$ cat src/hw/rtl/tfn_pkg.sv
// Shared types, latencies and floating-point rounding helpers for the face normal core.
package tfn_pkg;

	localparam int ADD_LAT  = 2;
	localparam int MUL_LAT  = 2;
	localparam int SQRT_LAT = 28;
	localparam int DIV_LAT  = 30;

	localparam logic [31:0] QNAN    = 32'h7FC0_0000;
	// 0.0001 in single precision.
	localparam logic [31:0] LEN_MIN = 32'h38D1_B717;

	typedef logic signed [11:0] exp_t;

	typedef struct packed {
		logic [31:0] vertex0_x;
		logic [31:0] vertex0_y;
		logic [31:0] vertex0_z;
		logic [31:0] vertex1_x;
		logic [31:0] vertex1_y;
		logic [31:0] vertex1_z;
		logic [31:0] vertex2_x;
		logic [31:0] vertex2_y;
		logic [31:0] vertex2_z;
	} tri_t;

	typedef struct packed {
		logic [31:0] normal_x;
		logic [31:0] normal_y;
		logic [31:0] normal_z;
	} nrm_t;

	function automatic logic [5:0] lzc48(input logic [47:0] x);
		logic [5:0] n;
		n = 6'd48;
		for (int i = 0; i < 48; i++) begin
			if (x[i]) begin
				n = 6'(47 - i);
			end
		end
		return n;
	endfunction

	function automatic logic is_nan(input logic [31:0] x);
		return (&x[30:23]) && (|x[22:0]);
	endfunction

	function automatic logic is_inf(input logic [31:0] x);
		return (&x[30:23]) && !(|x[22:0]);
	endfunction

	// Rounds a significand m (leading one at bit 26, bit 0 sticky) worth m * 2^(e-153)
	// to nearest even and packs it, going subnormal or infinite where needed.
	function automatic logic [31:0] round_pack(input logic s, input exp_t e,
			input logic [26:0] m);
		logic [26:0] mm;
		logic [26:0] mask;
		exp_t        ee;
		exp_t        sh;
		logic [4:0]  sh5;
		logic [24:0] keep;
		logic        g;
		logic        st;
		mm   = m;
		ee   = e;
		mask = '0;
		sh   = '0;
		sh5  = '0;
		if (m == '0) begin
			return {s, 31'd0};
		end
		if (e < 12'sd1) begin
			sh = 12'sd1 - e;
			if (sh > 12'sd27) begin
				mm = {26'd0, 1'b1};
			end else begin
				sh5  = sh[4:0];
				mask = ~({27{1'b1}} << sh5);
				mm   = (m >> sh5) | {26'd0, |(m & mask)};
			end
			ee = 12'sd1;
		end
		keep = {1'b0, mm[26:3]};
		g    = mm[2];
		st   = |mm[1:0];
		if (g && (st || keep[0])) begin
			keep = keep + 25'd1;
		end
		if (keep[24]) begin
			keep = keep >> 1;
			ee   = ee + 12'sd1;
		end
		if (ee >= 12'sd255) begin
			return {s, 8'hFF, 23'd0};
		end
		return {s, (keep[23] ? ee[7:0] : 8'h00), keep[22:0]};
	endfunction

endpackage

$ cat src/hw/rtl/tfn_fmul.sv
// Two-stage single-precision multiplier: product, then normalize and round.
module tfn_fmul (
	input  logic        clk,
	input  logic        en,
	input  logic [31:0] a,
	input  logic [31:0] b,
	output logic [31:0] y
);
	import tfn_pkg::*;

	logic [23:0] ma;
	logic [23:0] mb;
	logic [7:0]  ea;
	logic [7:0]  eb;
	logic        sgn;
	logic        za;
	logic        zb;
	logic        spec;
	logic [31:0] sval;

	logic [47:0] p_s1;
	exp_t        e_s1;
	logic        s_s1;
	logic        spec_s1;
	logic [31:0] sval_s1;

	logic [5:0]  lz;
	logic [47:0] pn;
	exp_t        ex;

	always_comb begin
		ma   = {a[30:23] != 8'd0, a[22:0]};
		mb   = {b[30:23] != 8'd0, b[22:0]};
		ea   = (a[30:23] == 8'd0) ? 8'd1 : a[30:23];
		eb   = (b[30:23] == 8'd0) ? 8'd1 : b[30:23];
		sgn  = a[31] ^ b[31];
		za   = (a[30:0] == 31'd0);
		zb   = (b[30:0] == 31'd0);
		spec = 1'b1;
		sval = QNAN;
		if (is_nan(a) || is_nan(b) || (is_inf(a) && zb) || (is_inf(b) && za)) begin
			sval = QNAN;
		end else if (is_inf(a) || is_inf(b)) begin
			sval = {sgn, 8'hFF, 23'd0};
		end else if (za || zb) begin
			sval = {sgn, 31'd0};
		end else begin
			spec = 1'b0;
		end
	end

	always_ff @(posedge clk) begin
		if (en) begin
			p_s1    <= {24'd0, ma} * {24'd0, mb};
			e_s1    <= $signed({4'd0, ea}) + $signed({4'd0, eb}) - 12'sd126;
			s_s1    <= sgn;
			spec_s1 <= spec;
			sval_s1 <= sval;
		end
	end

	always_comb begin
		lz = lzc48(p_s1);
		pn = p_s1 << lz;
		ex = e_s1 - $signed({6'd0, lz});
	end

	always_ff @(posedge clk) begin
		if (en) begin
			y <= spec_s1 ? sval_s1
				: round_pack(s_s1, ex, pn[47:21] | {26'd0, |pn[20:0]});
		end
	end

endmodule

$ cat config.mk
export PLATFORM = sky130hd
export DESIGN_NAME = tfn_fmul
export DESIGN_NICKNAME = d
export VERILOG_FILES = /design/src/hw/rtl/tfn_pkg.sv /design/src/hw/rtl/tfn_fmul.sv
export SDC_FILE = /design/constraint.sdc
export NUM_CORES = 2
export LEC_CHECK = 0
export BUFFER_PORTS_ARGS = -buffer_cell sky130_fd_sc_hd__buf_2
export CORE_MARGIN = 1.5
export CORE_UTILIZATION = 50
export DETAILED_ROUTE_END_ITERATION = 6
export MAX_ROUTING_LAYER = met4
export PLACE_DENSITY = 0.71
export SLEW_MARGIN = 10
export SYNTH_ARGS = -nofsm -noshare
export SYNTH_HDL_FRONTEND = slang
export SYNTH_SLANG_ARGS = --single-unit
$ cat constraint.sdc
create_clock -name clk -period 20.9 [get_ports clk]
set_input_delay 5.225 -clock clk [delete_from_list [all_inputs] [get_ports clk]]
set_output_delay 5.225 -clock clk [all_outputs]
set_load 0.02 [all_outputs]
## Yosys cells after proc, flatten, opt, wreduce, memory -nomap -nowiden

Index checks and enable logic that the tools add are counted.

| storage, ports and cells | value |
|---|---|
| flip-flop bits (word level) | 126 |
| input bits | 66 |
| output and inout bits | 32 |
| word-level logic and storage cells | 135 |

| operators by class | value |
|---|---|
| $add $sub $neg | 6 |
| multiply operators | 1 |
| $lt $le $gt $ge | 3 |
| shifts and indexed selects | 3 |
| muxes and demuxes | 80 |
| bitwise operators | 5 |
| reduce and logical (&&, ||, !) cells | 30 |

Operators by type and width:

| kind | number |
|---|---|
| 6-bit 2-to-1 mux | 47 |
| 32-bit 2-to-1 mux | 7 |
| 27-bit 2-to-1 mux | 4 |
| 25-bit 2-to-1 mux | 3 |
| 12-bit 2-to-1 mux | 6 |
| 24-bit 2-to-1 mux | 3 |
| 31-bit zero test | 2 |
| 27-bit by 1-bit bitwise OR with 27-bit output | 2 |
| 24-bit by 24-bit multiplier with 48-bit output | 1 |
| 48-bit by 6-bit left shift with 48-bit output | 1 |
| 23-bit OR reduction | 2 |
| 27-bit AND | 1 |
| 27-bit zero test | 1 |
| 27-bit NOT | 1 |
| 27-bit OR reduction | 1 |
| 27-bit by 5-bit left shift with 27-bit output, first input constant | 1 |
| 27-bit by 5-bit >> shifter with 27-bit output | 1 |
| 24-bit by 1-bit adder with 25-bit output, second input constant | 1 |
| 8-bit 2-to-1 mux | 3 |
| 21-bit OR reduction | 1 |
| 8-bit zero test | 2 |
| 8-bit AND reduction | 2 |
| 8-bit nonzero test | 2 |
| 12-bit by 2-bit adder with 12-bit output, second input constant | 1 |
| other kinds (14) | 32 |

## Logic depth before layout (Yosys ltp)

| logic depth | value |
|---|---|
| depth in word-level cells | 75 |
| mapped depth | 40 |
| gate-level depth less buffers | 35 |

## Worst setup path after synthesis

Ideal clock, no wire load.

| timing | value |
|---|---|
| kind | input to register |
| start | input port b[3] |
| end | register p_s1[46] (data pin) |
| arrival time | 12.704 ns |
| required time | 20.642 ns |
| slack | 7.939 ns |
| stages on the path | 32 |
| buffers on the path | 3 |
| cells stage by stage | clkbuf_1 > clkbuf_1 > nand2_1 > fa_1 > inv_1 > fa_1 > fa_1 > fa_1 > fa_1 > inv_1 > fa_1 > inv_1 > fa_1 > ha_1 > clkbuf_1 > and2_1 > o21ai_0 > o31ai_1 > o41a_1 > a41oi_1 > a21oi_1 > a31o_2 > a41oi_1 > a2111oi_0 > o21a_1 > o21a_1 > o21a_1 > o21ai_0 > nand2b_1 > a21o_1 > a21oi_1 > xnor2_1 |

| on the way | value |
|---|---|
| cells in the longest elaborated chain, start to end | 1 |

Ends and longest elaborated chain:

| item | line | text |
|---|---|---|
| start, declared | tfn_fmul.sv:6 | `input logic [31:0] b,` |
| 24-bit by 24-bit multiplier with 48-bit output | tfn_fmul.sv:54 | `p_s1 <= {24'd0, ma} * {24'd0, mb};` |
| end signal, assigned | tfn_fmul.sv:54 |  |
| end, declared | tfn_fmul.sv:21 | `logic [47:0] p_s1;` |

Every way passes these cells.
A chain may end at the register's enable or synchronous reset.

## Worst setup path after layout

Ends and elaborated chain as after synthesis.

==> results.ini <==
[global_routing]
grt_util_all_layers = 0.327
grt_max_degree = 67
first_global_vias = 28136
gr-total-overflow = 0
antenna_found_initial = 0
grt_pass1_wl_um = 158000

[synthesis]
synth_nets = 4513
synth_top_area_share = 0.312
async_flop_share = 0
ys_ff_latch = 95
syn_inst = 3762
ys_types = 98
netlist_area_um2 = 31100
synth_edf_count = 95
synth_common_cells = inv_1, nand2_1, fa_1, and2_1, clkbuf_1
yosysTopAreaCell = fa_1
yosysSeqAreaShare = 0.0919
ys_top_cells_by_area = fa_1, edfxtp_1, ha_1
syn_avg_cell_area_um2 = 8.26
ys.flop_type = edfxtp_1
synthMostInstantiatedCell = inv_1
yosys_warnings = 0

[placed_design]
dp.cells = 4486
io_buffer_count = 97
dpl.hpwl_um = 76500
routabilityCongestion = 1.04

[timing]
rsz0062_at_grt = no
fin_crit_sh = 0.632
clock-skew-final_ns = 0.0141
fmax_mhz = 75.7
drv_slew = 0
finalCriticalPeriod_ns = 13.21
worst_slew_pin_slew_ns = 1.27
relSlewSlack = 0.151
hold_violations = 0
fin_tns_setup_ns = 0
setup_viol = 0

[layout]
drive_gt1_frac = 0.0666
final_nets = 4411
area_delta_synth_final_pct = 3.73
final_cells = 4502
diodes = 0

[floorplanning]
io_pins = 98
rows = 91
die_h_um = 252
die_area_um2 = 63600
core-area_um2 = 61600
start_util = 0.504
die_x_um = 252

[route]
drt_iter0_markers = 2885
wl_per_cell_um = 22.2
detail-route-antenna-nets = 0
via_count = 27882
via_per_inst = 6.19
drc = 0
firstDrtPassIters = 7
totalWireLength_um = 99900

[min_path]
hold_class = register to register
hold_end = y[22]
worstHoldStart = sval_s1[22]
holdPathStages = 1

[clock_network]
ctsHoldBuffers = 0
cts.sinks = 95
cts_max_level = 3
cts_buffer_depth = 2
clk_latency_ns = 0.37
path_clk_slew_ns = 0.07
numCtsBuffers = 9
cts_resized = 0
cts_tree = done
post_cts_buffers = 0
root_buffer = clkbuf_16

[setup_path]
rr_worst_depth = 28
worst_ep_required_time_ns = 21.02
crit_path_max_incr_delay_ns = 0.58
crit_path_frequent_cell = fa_1
slowest_stage = fa_1
crit_arrival_ns = 13.33
rr_endpoint = y[5]
path_buf_inv = 2
worstSetupPathType = input port to register
rrSetupSlack_ns = 9.11
crit_fanout = 25
endpoint_kind = register
r2r-start = p_s1[43]
start_kind = input port
cp_top_family = adder cells

[job]
drv_cap = 0

[run_status]
outcome = finished, final reports clean

-- layout make-up --
class | count | area (um2)
Timing Repair Buffer | 142 | 826
Tap cell | 837 | 1050
Sequential cell | 95 | 2850
Fill cell | 5808 | 29400
Multi-Input combinational cell | 2843 | 25000
Inverter | 569 | 2140
Clock buffer | 9 | 225
Clock inverter | 7 | 100
-- placed cells by master, fill, tap and decap left out, types with 19 or more instances in the layout --
| cell | instances |
|---|---|
| nor2_1 | 175 |
| and2_1 | 223 |
| xor2_1 | 19 |
| xnor2_1 | 56 |
| nor3_1 | 111 |
| or3_1 | 22 |
| nor4_1 | 38 |
| o21ai_0 | 100 |
| nand3_1 | 63 |
| a211oi_1 | 41 |
| inv_1 | 564 |
| buf_4 | 46 |
| ha_1 | 201 |
| nand4_1 | 24 |
| o211ai_1 | 47 |
| nand2_1 | 532 |
| a31oi_1 | 30 |
| o21a_1 | 19 |
| o31ai_1 | 23 |
| a21oi_1 | 160 |
| fa_1 | 484 |
| mux2i_1 | 49 |
| buf_2 | 96 |
| o22ai_1 | 28 |
| a21o_1 | 29 |
| edfxtp_1 | 95 |
-- worst max path at each step --
stage                     cells past startpoint       end  slack [ns]  from
after CTS                                    31  p_s1[46]        7.73  a[5]
after global placement                       28  p_s1[46]        7.46  b[3]
final                                        28  p_s1[46]        7.69  b[3]
after detailed placement                     31  p_s1[46]        7.35  a[5]
after global routing                         31  p_s1[47]        7.25  a[5]
after floorplan                              32  p_s1[46]        7.94  b[3]
-- worst register-to-register path, delay by kind of cell, from the launching register on --
family,cells,cell delay [ns]
xor+xnor,1,0.44
compound gates,9,2.87
simple gates,14,6.43
flops,1,0.55
buf+inv,3,0.85
fa+ha+maj,1,0.40
-- per-stage QoR --
step | hold WS, ns | util | worst slack (ns) | instance area (um2)
finish | 0.560 | 0.523 | 7.69 | 32200
global route | 0.585 | 0.523 | 7.25 | 32200
CTS | 0.566 | 0.523 | 7.73 | 32200
detailed placement | 0.541 | 0.518 | 7.35 | 31900
global placement | 0.549 | 0.518 | 7.46 | 31900
floorplan | 0.523 | - | 7.94 | 31100
-- metal layers --
metal  wire length (um)  vias up  global-route usage
li1                   -    12346                   -
met1              39500    13614               0.415
met2              45000     1597               0.506
met3              10400      325              0.0647
met4               5040        0               0.148
met5                  0        -                   -
-- state kept, by name (all words and copies together), names as in the netlist --
| register | cells |
|---|---|
| s_s1 | 1 |
| p_s1 | 48 |
| y | 32 |
| sval_s1 | 3 |
| spec_s1 | 1 |
| e_s1 | 10 |
-- cell families after synthesis --
family	Yosys count	synth area share
AOI/OAI and AO/OA	712	0.158
xor gates and xnor gates	75	0.0212
adders and majority gates	685	0.393
buffers and inverters	824	0.104
DFF	95	0.0919
muxes	79	0.0315
and+or+nand+nor	1292	0.201
Power is not shown: default switching activity piles up to over one toggle a cycle in this logic, so the estimate is an artifact.
