===== config.mk =====
export PLATFORM = sky130hd
export DESIGN_NAME = tfn_fdiv
export DESIGN_NICKNAME = d
export VERILOG_FILES = /design/src/hw/rtl/tfn_pkg.sv /design/src/hw/rtl/tfn_fdiv.sv
export SDC_FILE = /design/constraint.sdc
export NUM_CORES = 2
export LEC_CHECK = 0
export BUFFER_PORTS_ARGS = -buffer_cell sky130_fd_sc_hd__buf_2
export CORE_MARGIN = 5
export CORE_UTILIZATION = 40
export CTS_CLUSTER_SIZE = 20
export DETAILED_ROUTE_END_ITERATION = 8
export GPL_TIMING_DRIVEN = 0
export MAX_ROUTING_LAYER = met4
export SLEW_MARGIN = 10
export SYNTH_ARGS = -nofsm -noshare
export SYNTH_HDL_FRONTEND = slang
export SYNTH_SLANG_ARGS = --single-unit

===== constraint.sdc =====
create_clock -name clk -period 9.1 [get_ports clk]
set_clock_uncertainty 0.05 [all_clocks]
set_input_delay 0.91 -clock clk [delete_from_list [all_inputs] [get_ports clk]]
set_output_delay 0.91 -clock clk [all_outputs]
set_load 0.02 [all_outputs]

===== src/hw/rtl/tfn_pkg.sv =====
// Shared types, latencies and floating-point rounding helpers for the face normal core.
package tfn_pkg;

	localparam int ADD_LAT  = 2;
	localparam int MUL_LAT  = 2;
	localparam int SQRT_LAT = 28;
	localparam int DIV_LAT  = 30;

	localparam logic [31:0] QNAN    = 32'h7FC0_0000;
	// 0.0001 in single precision.
	localparam logic [31:0] LEN_MIN = 32'h38D1_B717;

	typedef logic signed [11:0] exp_t;

	typedef struct packed {
		logic [31:0] vertex0_x;
		logic [31:0] vertex0_y;
		logic [31:0] vertex0_z;
		logic [31:0] vertex1_x;
		logic [31:0] vertex1_y;
		logic [31:0] vertex1_z;
		logic [31:0] vertex2_x;
		logic [31:0] vertex2_y;
		logic [31:0] vertex2_z;
	} tri_t;

	typedef struct packed {
		logic [31:0] normal_x;
		logic [31:0] normal_y;
		logic [31:0] normal_z;
	} nrm_t;

	function automatic logic [5:0] lzc48(input logic [47:0] x);
		logic [5:0] n;
		n = 6'd48;
		for (int i = 0; i < 48; i++) begin
			if (x[i]) begin
				n = 6'(47 - i);
			end
		end
		return n;
	endfunction

	function automatic logic is_nan(input logic [31:0] x);
		return (&x[30:23]) && (|x[22:0]);
	endfunction

	function automatic logic is_inf(input logic [31:0] x);
		return (&x[30:23]) && !(|x[22:0]);
	endfunction

	// Rounds a significand m (leading one at bit 26, bit 0 sticky) worth m * 2^(e-153)
	// to nearest even and packs it, going subnormal or infinite where needed.
	function automatic logic [31:0] round_pack(input logic s, input exp_t e,
			input logic [26:0] m);
		logic [26:0] mm;
		logic [26:0] mask;
		exp_t        ee;
		exp_t        sh;
		logic [4:0]  sh5;
		logic [24:0] keep;
		logic        g;
		logic        st;
		mm   = m;
		ee   = e;
		mask = '0;
		sh   = '0;
		sh5  = '0;
		if (m == '0) begin
			return {s, 31'd0};
		end
		if (e < 12'sd1) begin
			sh = 12'sd1 - e;
			if (sh > 12'sd27) begin
				mm = {26'd0, 1'b1};
			end else begin
				sh5  = sh[4:0];
				mask = ~({27{1'b1}} << sh5);
				mm   = (m >> sh5) | {26'd0, |(m & mask)};
			end
			ee = 12'sd1;
		end
		keep = {1'b0, mm[26:3]};
		g    = mm[2];
		st   = |mm[1:0];
		if (g && (st || keep[0])) begin
			keep = keep + 25'd1;
		end
		if (keep[24]) begin
			keep = keep >> 1;
			ee   = ee + 12'sd1;
		end
		if (ee >= 12'sd255) begin
			return {s, 8'hFF, 23'd0};
		end
		return {s, (keep[23] ? ee[7:0] : 8'h00), keep[22:0]};
	endfunction

endpackage


===== src/hw/rtl/tfn_fdiv.sv =====
// Pipelined single-precision divider, one quotient bit per stage.
module tfn_fdiv (
	input  logic        clk,
	input  logic        en,
	input  logic [31:0] a,
	input  logic [31:0] b,
	output logic [31:0] y
);
	import tfn_pkg::*;

	localparam int NBITS = 28;

	typedef struct packed {
		logic [24:0] r;
		logic [27:0] q;
		logic [23:0] mb;
		exp_t        e;
		logic        s;
		logic        spec;
		logic [31:0] sval;
	} dv_t;

	dv_t         stg [NBITS+1];
	dv_t         in0;
	logic [23:0] ma;
	logic [23:0] mb;
	logic [5:0]  lza;
	logic [5:0]  lzb;
	logic        za;
	logic        zb;
	logic [27:0] qf;
	logic [26:0] mf;
	exp_t        ef;

	always_comb begin
		ma     = {a[30:23] != 8'd0, a[22:0]};
		mb     = {b[30:23] != 8'd0, b[22:0]};
		lza    = lzc48({ma, 24'd0});
		lzb    = lzc48({mb, 24'd0});
		za     = (a[30:0] == 31'd0);
		zb     = (b[30:0] == 31'd0);
		in0.r  = {1'b0, ma << lza};
		in0.q  = '0;
		in0.mb = mb << lzb;
		in0.s  = a[31] ^ b[31];
		in0.e  = ($signed({4'd0, ((a[30:23] == 8'd0) ? 8'd1 : a[30:23])})
			- $signed({6'd0, lza}))
			- ($signed({4'd0, ((b[30:23] == 8'd0) ? 8'd1 : b[30:23])})
			- $signed({6'd0, lzb}));
		in0.spec = 1'b1;
		in0.sval = QNAN;
		if (is_nan(a) || is_nan(b) || (is_inf(a) && is_inf(b)) || (za && zb)) begin
			in0.sval = QNAN;
		end else if (is_inf(a) || zb) begin
			in0.sval = {in0.s, 8'hFF, 23'd0};
		end else if (za || is_inf(b)) begin
			in0.sval = {in0.s, 31'd0};
		end else begin
			in0.spec = 1'b0;
		end
	end

	always_ff @(posedge clk) begin
		if (en) begin
			stg[0] <= in0;
		end
	end

	for (genvar k = 0; k < NBITS; k++) begin : g_step
		logic [24:0] rs;
		dv_t         nx;

		always_comb begin
			nx = stg[k];
			// The first step decides the integer bit, the rest shift in fraction bits.
			rs = (k == 0) ? stg[k].r : (stg[k].r << 1);
			if (rs >= {1'b0, stg[k].mb}) begin
				nx.r = rs - {1'b0, stg[k].mb};
				nx.q = {stg[k].q[26:0], 1'b1};
			end else begin
				nx.r = rs;
				nx.q = {stg[k].q[26:0], 1'b0};
			end
		end

		always_ff @(posedge clk) begin
			if (en) begin
				stg[k+1] <= nx;
			end
		end
	end

	always_comb begin
		qf = stg[NBITS].q;
		if (qf[27]) begin
			mf = {qf[27:2], (|qf[1:0]) | (|stg[NBITS].r)};
			ef = stg[NBITS].e + 12'sd127;
		end else begin
			mf = {qf[26:1], qf[0] | (|stg[NBITS].r)};
			ef = stg[NBITS].e + 12'sd126;
		end
	end

	always_ff @(posedge clk) begin
		if (en) begin
			y <= stg[NBITS].spec ? stg[NBITS].sval : round_pack(stg[NBITS].s, ef, mf);
		end
	end

endmodule


# [After elaboration in Yosys (flattened, before gate mapping)]
# Memories as Yosys holds them, arrays and structs flattened.
# Cells that the tools add are included.
[word_totals] regBits=32 latch_bits=0 ramBits=3567 mem_bits_ro=0 out_inout_bits=32 mem_count=1
[memory_table] name="stg" depth=29 word_bits=123 rd=29 rd_ports_with_merged_regs=0 wr=29 line="tfn_fdiv.sv:23" text="dv_t stg [NBITS+1];"
[classes] addsub=36 mul=0 n_div=0 n_lt_le_gt_ge=31 n_eq_ne=0 n_shift=4 mux=115 bitwise=6 n_reduce_logical=30
[ops] operator="$mux 53" count=28
[ops] operator="$ge 25x24->1" count=28
[ops] operator="$sub 25x24->25" count=28
[ops] operator="$mux 6" count=48
[ops] operator="$mux 32" count=8
[ops] operator="$mux 27" count=5
[ops] operator="$mux 12" count=7
[ops] operator="$mux 25" count=3
[ops] operator="$mux 24" count=3
[ops] operator="$logic_not 31->1" count=2
[ops] operator="$shl 24x6->24" count=2
[ops] operator="$reduce_or 23->1" count=2
[ops] operator="$and 27x27->27" count=1
[ops] operator="$logic_not 27->1" count=1
[ops] operator="$not 27->27" count=1
[ops] operator="$or 27x1->27" count=1
[ops] operator="$reduce_or 27->1" count=1
[ops] operator="$shl 27x5->27 const A" count=1
[ops] operator="$shr 27x5->27" count=1
[ops] operator="$add 24x1->25 const B" count=1
[ops] operator="$reduce_or 25->1" count=1
[ops] operator="$add 12x8->12 const B" count=2
[ops] operator="$mux 8" count=3
[ops] operator="$sub 8x6->9" count=2
[ops] operator="other kinds (16)" count=42

# [Longest topological paths before layout]
# An unclocked memory read counts as a cell.
[depth] depth_word=29 depth_mapped=28 ltp_nobuf=20

# [Worst setup path before layout]
# OpenSTA, ideal clock, no wires.
[synth_timing] path_type="register -> register" from="memory stg[14][35] in the netlist's numbering" to="register y[25] (data pin)" setup_time_ns=0.147 t_arrival_ns=5.911 t_required_ns=8.903 setup_slack_ns=2.991 stages_incl_launch_ff=26 n_path_buf=7 synth_period_minus_slack_ns=6.109 cell_sequence="edfxtp_1 > clkbuf_1 > inv_1 > ha_1 > mux2i_1 > buf_2 > inv_2 > buf_2 > buf_1 > ha_1 > inv_1 > ha_1 > clkbuf_1 > inv_1 > clkbuf_1 > mux4_2 > mux2_2 > a31o_1 > o41ai_4 > nand2_2 > or3_1 > buf_2 > mux2_4 > a2111oi_4 > a21oi_1 > a21oi_1"
[synth_rtl] element="from (decl)" line="tfn_fdiv.sv:23"
[synth_rtl] element="to (signal assigned)" line="tfn_fdiv.sv:106" text="y <= stg[NBITS].spec ? stg[NBITS].sval : round_pack(stg[NBITS].s, ef, mf);"
[synth_rtl] element="to (decl)" line="tfn_fdiv.sv:7" text="output logic [31:0] y"

==> flow_summary.toml <==
[outcome]
outcome = "finished clean"

[logic_synthesis]
ys_types = 103
flip_flop_cell_with_the_highest_count_after_synthesis = "sky130_fd_sc_hd__edfxtp_1"
cell_taking_the_most_area_after_synthesis = "sky130_fd_sc_hd__edfxtp_1"
syn_inst = 9385
ys_async_sr_fraction_pct = 0
synth_seq_area_share_pct = 59.07
synthesis.area_um2 = 114000
synth-seq-cells = 2242
yosys-top-cells-area = "sky130_fd_sc_hd__edfxtp_1, sky130_fd_sc_hd__ha_1, sky130_fd_sc_hd__a21oi_1, sky130_fd_sc_hd__inv_1, sky130_fd_sc_hd__nor2_1"
postSynthAreaPerCell_um2 = 12.14
synth_enable_flop_cells = 2242
yosys_warnings = 0
top_area_cell_type_share_of_the_netlist_area_pct = 59.07

[pwr]
irDropWorstVdd_uv = 193.7
report.power.total_mw = 42.02
static-leakage-power_nw = 50.50
power-per-cell-area_nw_per_um2 = 328.5

[route]
post_drt_wl_per_cell_um = 19.73
remaining_drc_errors = 0
drt.antenna.violating_nets = 0
initial_drt_pass_iterations = 6
routed-via-count = 72440
first_iter_violations = 5114
drt-vias-per-instance = 5.281
wl_mm = 270.7

[cts]
clock_pin_slew_on_the_worst_setup_and_hold_paths_ns = 0.06
cts_setup_buffers = 0
cts_hold_repair.buffers = 0
cts_inserted_buffers = 243
clk_path_buf_depth = 4
clock_sink_count = 2242
clock_insertion_delay_worst_skew_ns = 0.90
postCtsResizedCells = 0
clockRootBuffer = "sky130_fd_sc_hd__clkbuf_16"
clock_tree_from_tritoncts = "built"
clock_tree.htree_level_count = 4

[cells_and_area]
final_layout_size_suffix_gt1_share_pct = 8.784
finish.instance_area_um2 = 127900
n_fill_cell = 25920
seq_area_um2 = 67320
multiInputGateArea_um2 = 42270
layout_common_cells = "sky130_fd_sc_hd__edfxtp_1, sky130_fd_sc_hd__inv_1, sky130_fd_sc_hd__nor2_1"
fin_nets = 10540
commonest_non_fill_non_tap_cell_in_the_layout = "sky130_fd_sc_hd__edfxtp_1"
syn2layout_area_growth_pct = 12.24

[die]
die-height_um = 543.8
core_region_area_um2 = 284500
die_area_um2 = 295700
rows = 196
chipWidth_um = 543.8
ioPinCount = 98
initial_standard_cell_utilization_of_the_core_pct = 40.07

[grt]
antenna_found_initial = 9
grt_start_max_net_pins = 171
groute.usage.overall_pct = 18.42
grt_first_pass_wirelength_mm = 416.6
first_global_vias = 70940
grt_overflow_total = 0

[placement]
final_replace_weighted_congestion = 0.8888
place.port_buffers = 97
dpl_cell_area_um2 = 119600
dp.final_hpwl_mm = 203.5

[timing]
achievable-frequency_mhz = 115.1
post-route-min-period_ns = 8.684
count_of_final_max_slew_check_failures = 0
min_period_over_period_pct = 95.43
max_slew.worst_pin.slew_ns = 1.182
setup_viol = 0
rsz0062_at_grt = "false"
relSlewSlack_pct = 20.91
finalHoldViolCount = 0

[worst_setup_path]
worstPathMaxFanout = 19
cp-end-kind = "register"
cp.required_ns = 9.74
critical_path_arrival_ns = 9.32
path_class = "reg2reg"
critical_path.startpoint_type = "register"

[job]
cap_viol_max_count = 0

[min_path]
holdCritPathClass = "reg2reg"
-- layer usage --
layer  part of all wire [%]  vias up  track usage, %
met4                    2.8        0           4.987
met2                     47     1483           29.68
met1                     46    35200           25.01
met5                      0        -               -
met3                    3.8      412           1.899
li1                       -    35350               -
-- critical path, stage by stage, from the launching register on --
cell                        delay (ns)
sky130_fd_sc_hd__edfxtp_1         0.46
sky130_fd_sc_hd__clkbuf_1         0.54
sky130_fd_sc_hd__inv_1            0.16
sky130_fd_sc_hd__ha_1             0.57
sky130_fd_sc_hd__mux2i_1          0.19
sky130_fd_sc_hd__buf_2            0.25
sky130_fd_sc_hd__inv_2            0.20
sky130_fd_sc_hd__buf_2            0.49
sky130_fd_sc_hd__ha_1             0.40
sky130_fd_sc_hd__inv_1            0.07
sky130_fd_sc_hd__ha_1             0.28
sky130_fd_sc_hd__clkbuf_1         0.29
sky130_fd_sc_hd__inv_1            0.15
sky130_fd_sc_hd__clkbuf_1         0.49
sky130_fd_sc_hd__clkbuf_1         0.64
sky130_fd_sc_hd__mux2i_1          0.19
sky130_fd_sc_hd__o22ai_1          0.61
sky130_fd_sc_hd__o32ai_1          0.16
sky130_fd_sc_hd__o2111ai_1        0.20
sky130_fd_sc_hd__nand4_2          0.35
sky130_fd_sc_hd__nor4_2           0.62
sky130_fd_sc_hd__a41o_1           0.27
sky130_fd_sc_hd__a22o_1           0.16
sky130_fd_sc_hd__nand4_2          0.18
sky130_fd_sc_hd__buf_2            0.28
sky130_fd_sc_hd__a311oi_1         0.23
-- state kept, by name, summed over array words and instances (netlist names) --
name / flops
stg: 2210
y: 32
-- per-stage QoR --
step           worst slack, ns  util, %  setup TNS [ns]  instances  hold WS (ns)
2_1_floorplan            2.991        -               0       9386        0.3503
3_3_place_gp            -28.40    41.89               -      13250        0.3503
3_5_place_dp          -0.07814    42.06         -0.3118      13260        0.3545
4_1_cts                 0.3818    44.97               0      13710        0.3144
5_1_grt               0.008365    44.97               0      13720        0.3212
6_report                0.4155    44.97               0      13720        0.3231
-- Yosys cell counts (137+ instances only) --
cell / n
sky130_fd_sc_hd__nand2_1: 382
sky130_fd_sc_hd__inv_1: 957
sky130_fd_sc_hd__mux2i_1: 154
sky130_fd_sc_hd__edfxtp_1: 2242
sky130_fd_sc_hd__a21oi_1: 752
sky130_fd_sc_hd__xor2_1: 211
sky130_fd_sc_hd__nand4_1: 137
sky130_fd_sc_hd__mux2_2: 266
sky130_fd_sc_hd__a21o_1: 200
sky130_fd_sc_hd__nor2_1: 827
sky130_fd_sc_hd__ha_1: 695
sky130_fd_sc_hd__xnor2_1: 308
sky130_fd_sc_hd__o21ai_0: 400
sky130_fd_sc_hd__nand3_1: 175
sky130_fd_sc_hd__clkbuf_1: 147
sky130_fd_sc_hd__nor3_1: 175
-- worst paths after layout --
check / end / startpoint / cells past startpoint / slack (ns)
worst max register to register: y[0] / stg[14][35] / 25 / 0.42
worst min register to register: stg[5][76] / stg[4][198] / 0 / 0.32
worst max-delay path: y[0] / stg[14][35] / 25 / 0.42
worst min-delay path: stg[5][76] / stg[4][198] / 0 / 0.32
-- cell families (layout without fill, tap and decap cells) --
kind of cell | after synthesis | in the layout | share of synthesized area, %
buf+inv | 1157 | 1721 | 3.861
simple gates | 2301 | 2301 | 9.793
xor+xnor | 521 | 521 | 4.027
compound gates | 2011 | 2011 | 10.99
other cells | 1 | 7 | 0.003290
mux | 425 | 425 | 4.073
fa+ha+maj | 727 | 727 | 8.183
flops | 2242 | 2242 | 59.07
-- area by class of cell --
type / count / share of cell area [%]
timing repair buffer: 114 / 0.7316
multi-input combinational: 5987 / 33.04
tap: 3762 / 3.679
clock inverter: 171 / 1.564
sequential: 2242 / 52.63
clock buffer: 280 / 4.912
inverter: 961 / 2.820
buffer: 195 / 0.6181
antenna: 5 / 0.009780
-- report_power, final --
group / internal [mW] / total [mW] / switching (mW)
Sequential: 14.5 / 15.8 / 1.31
Clock: 5.95 / 10.1 / 4.15
Combinational: 6.78 / 16.1 / 9.30
Total: 27.3 / 42.0 / 14.8
(Power assumes the default switching activity.)
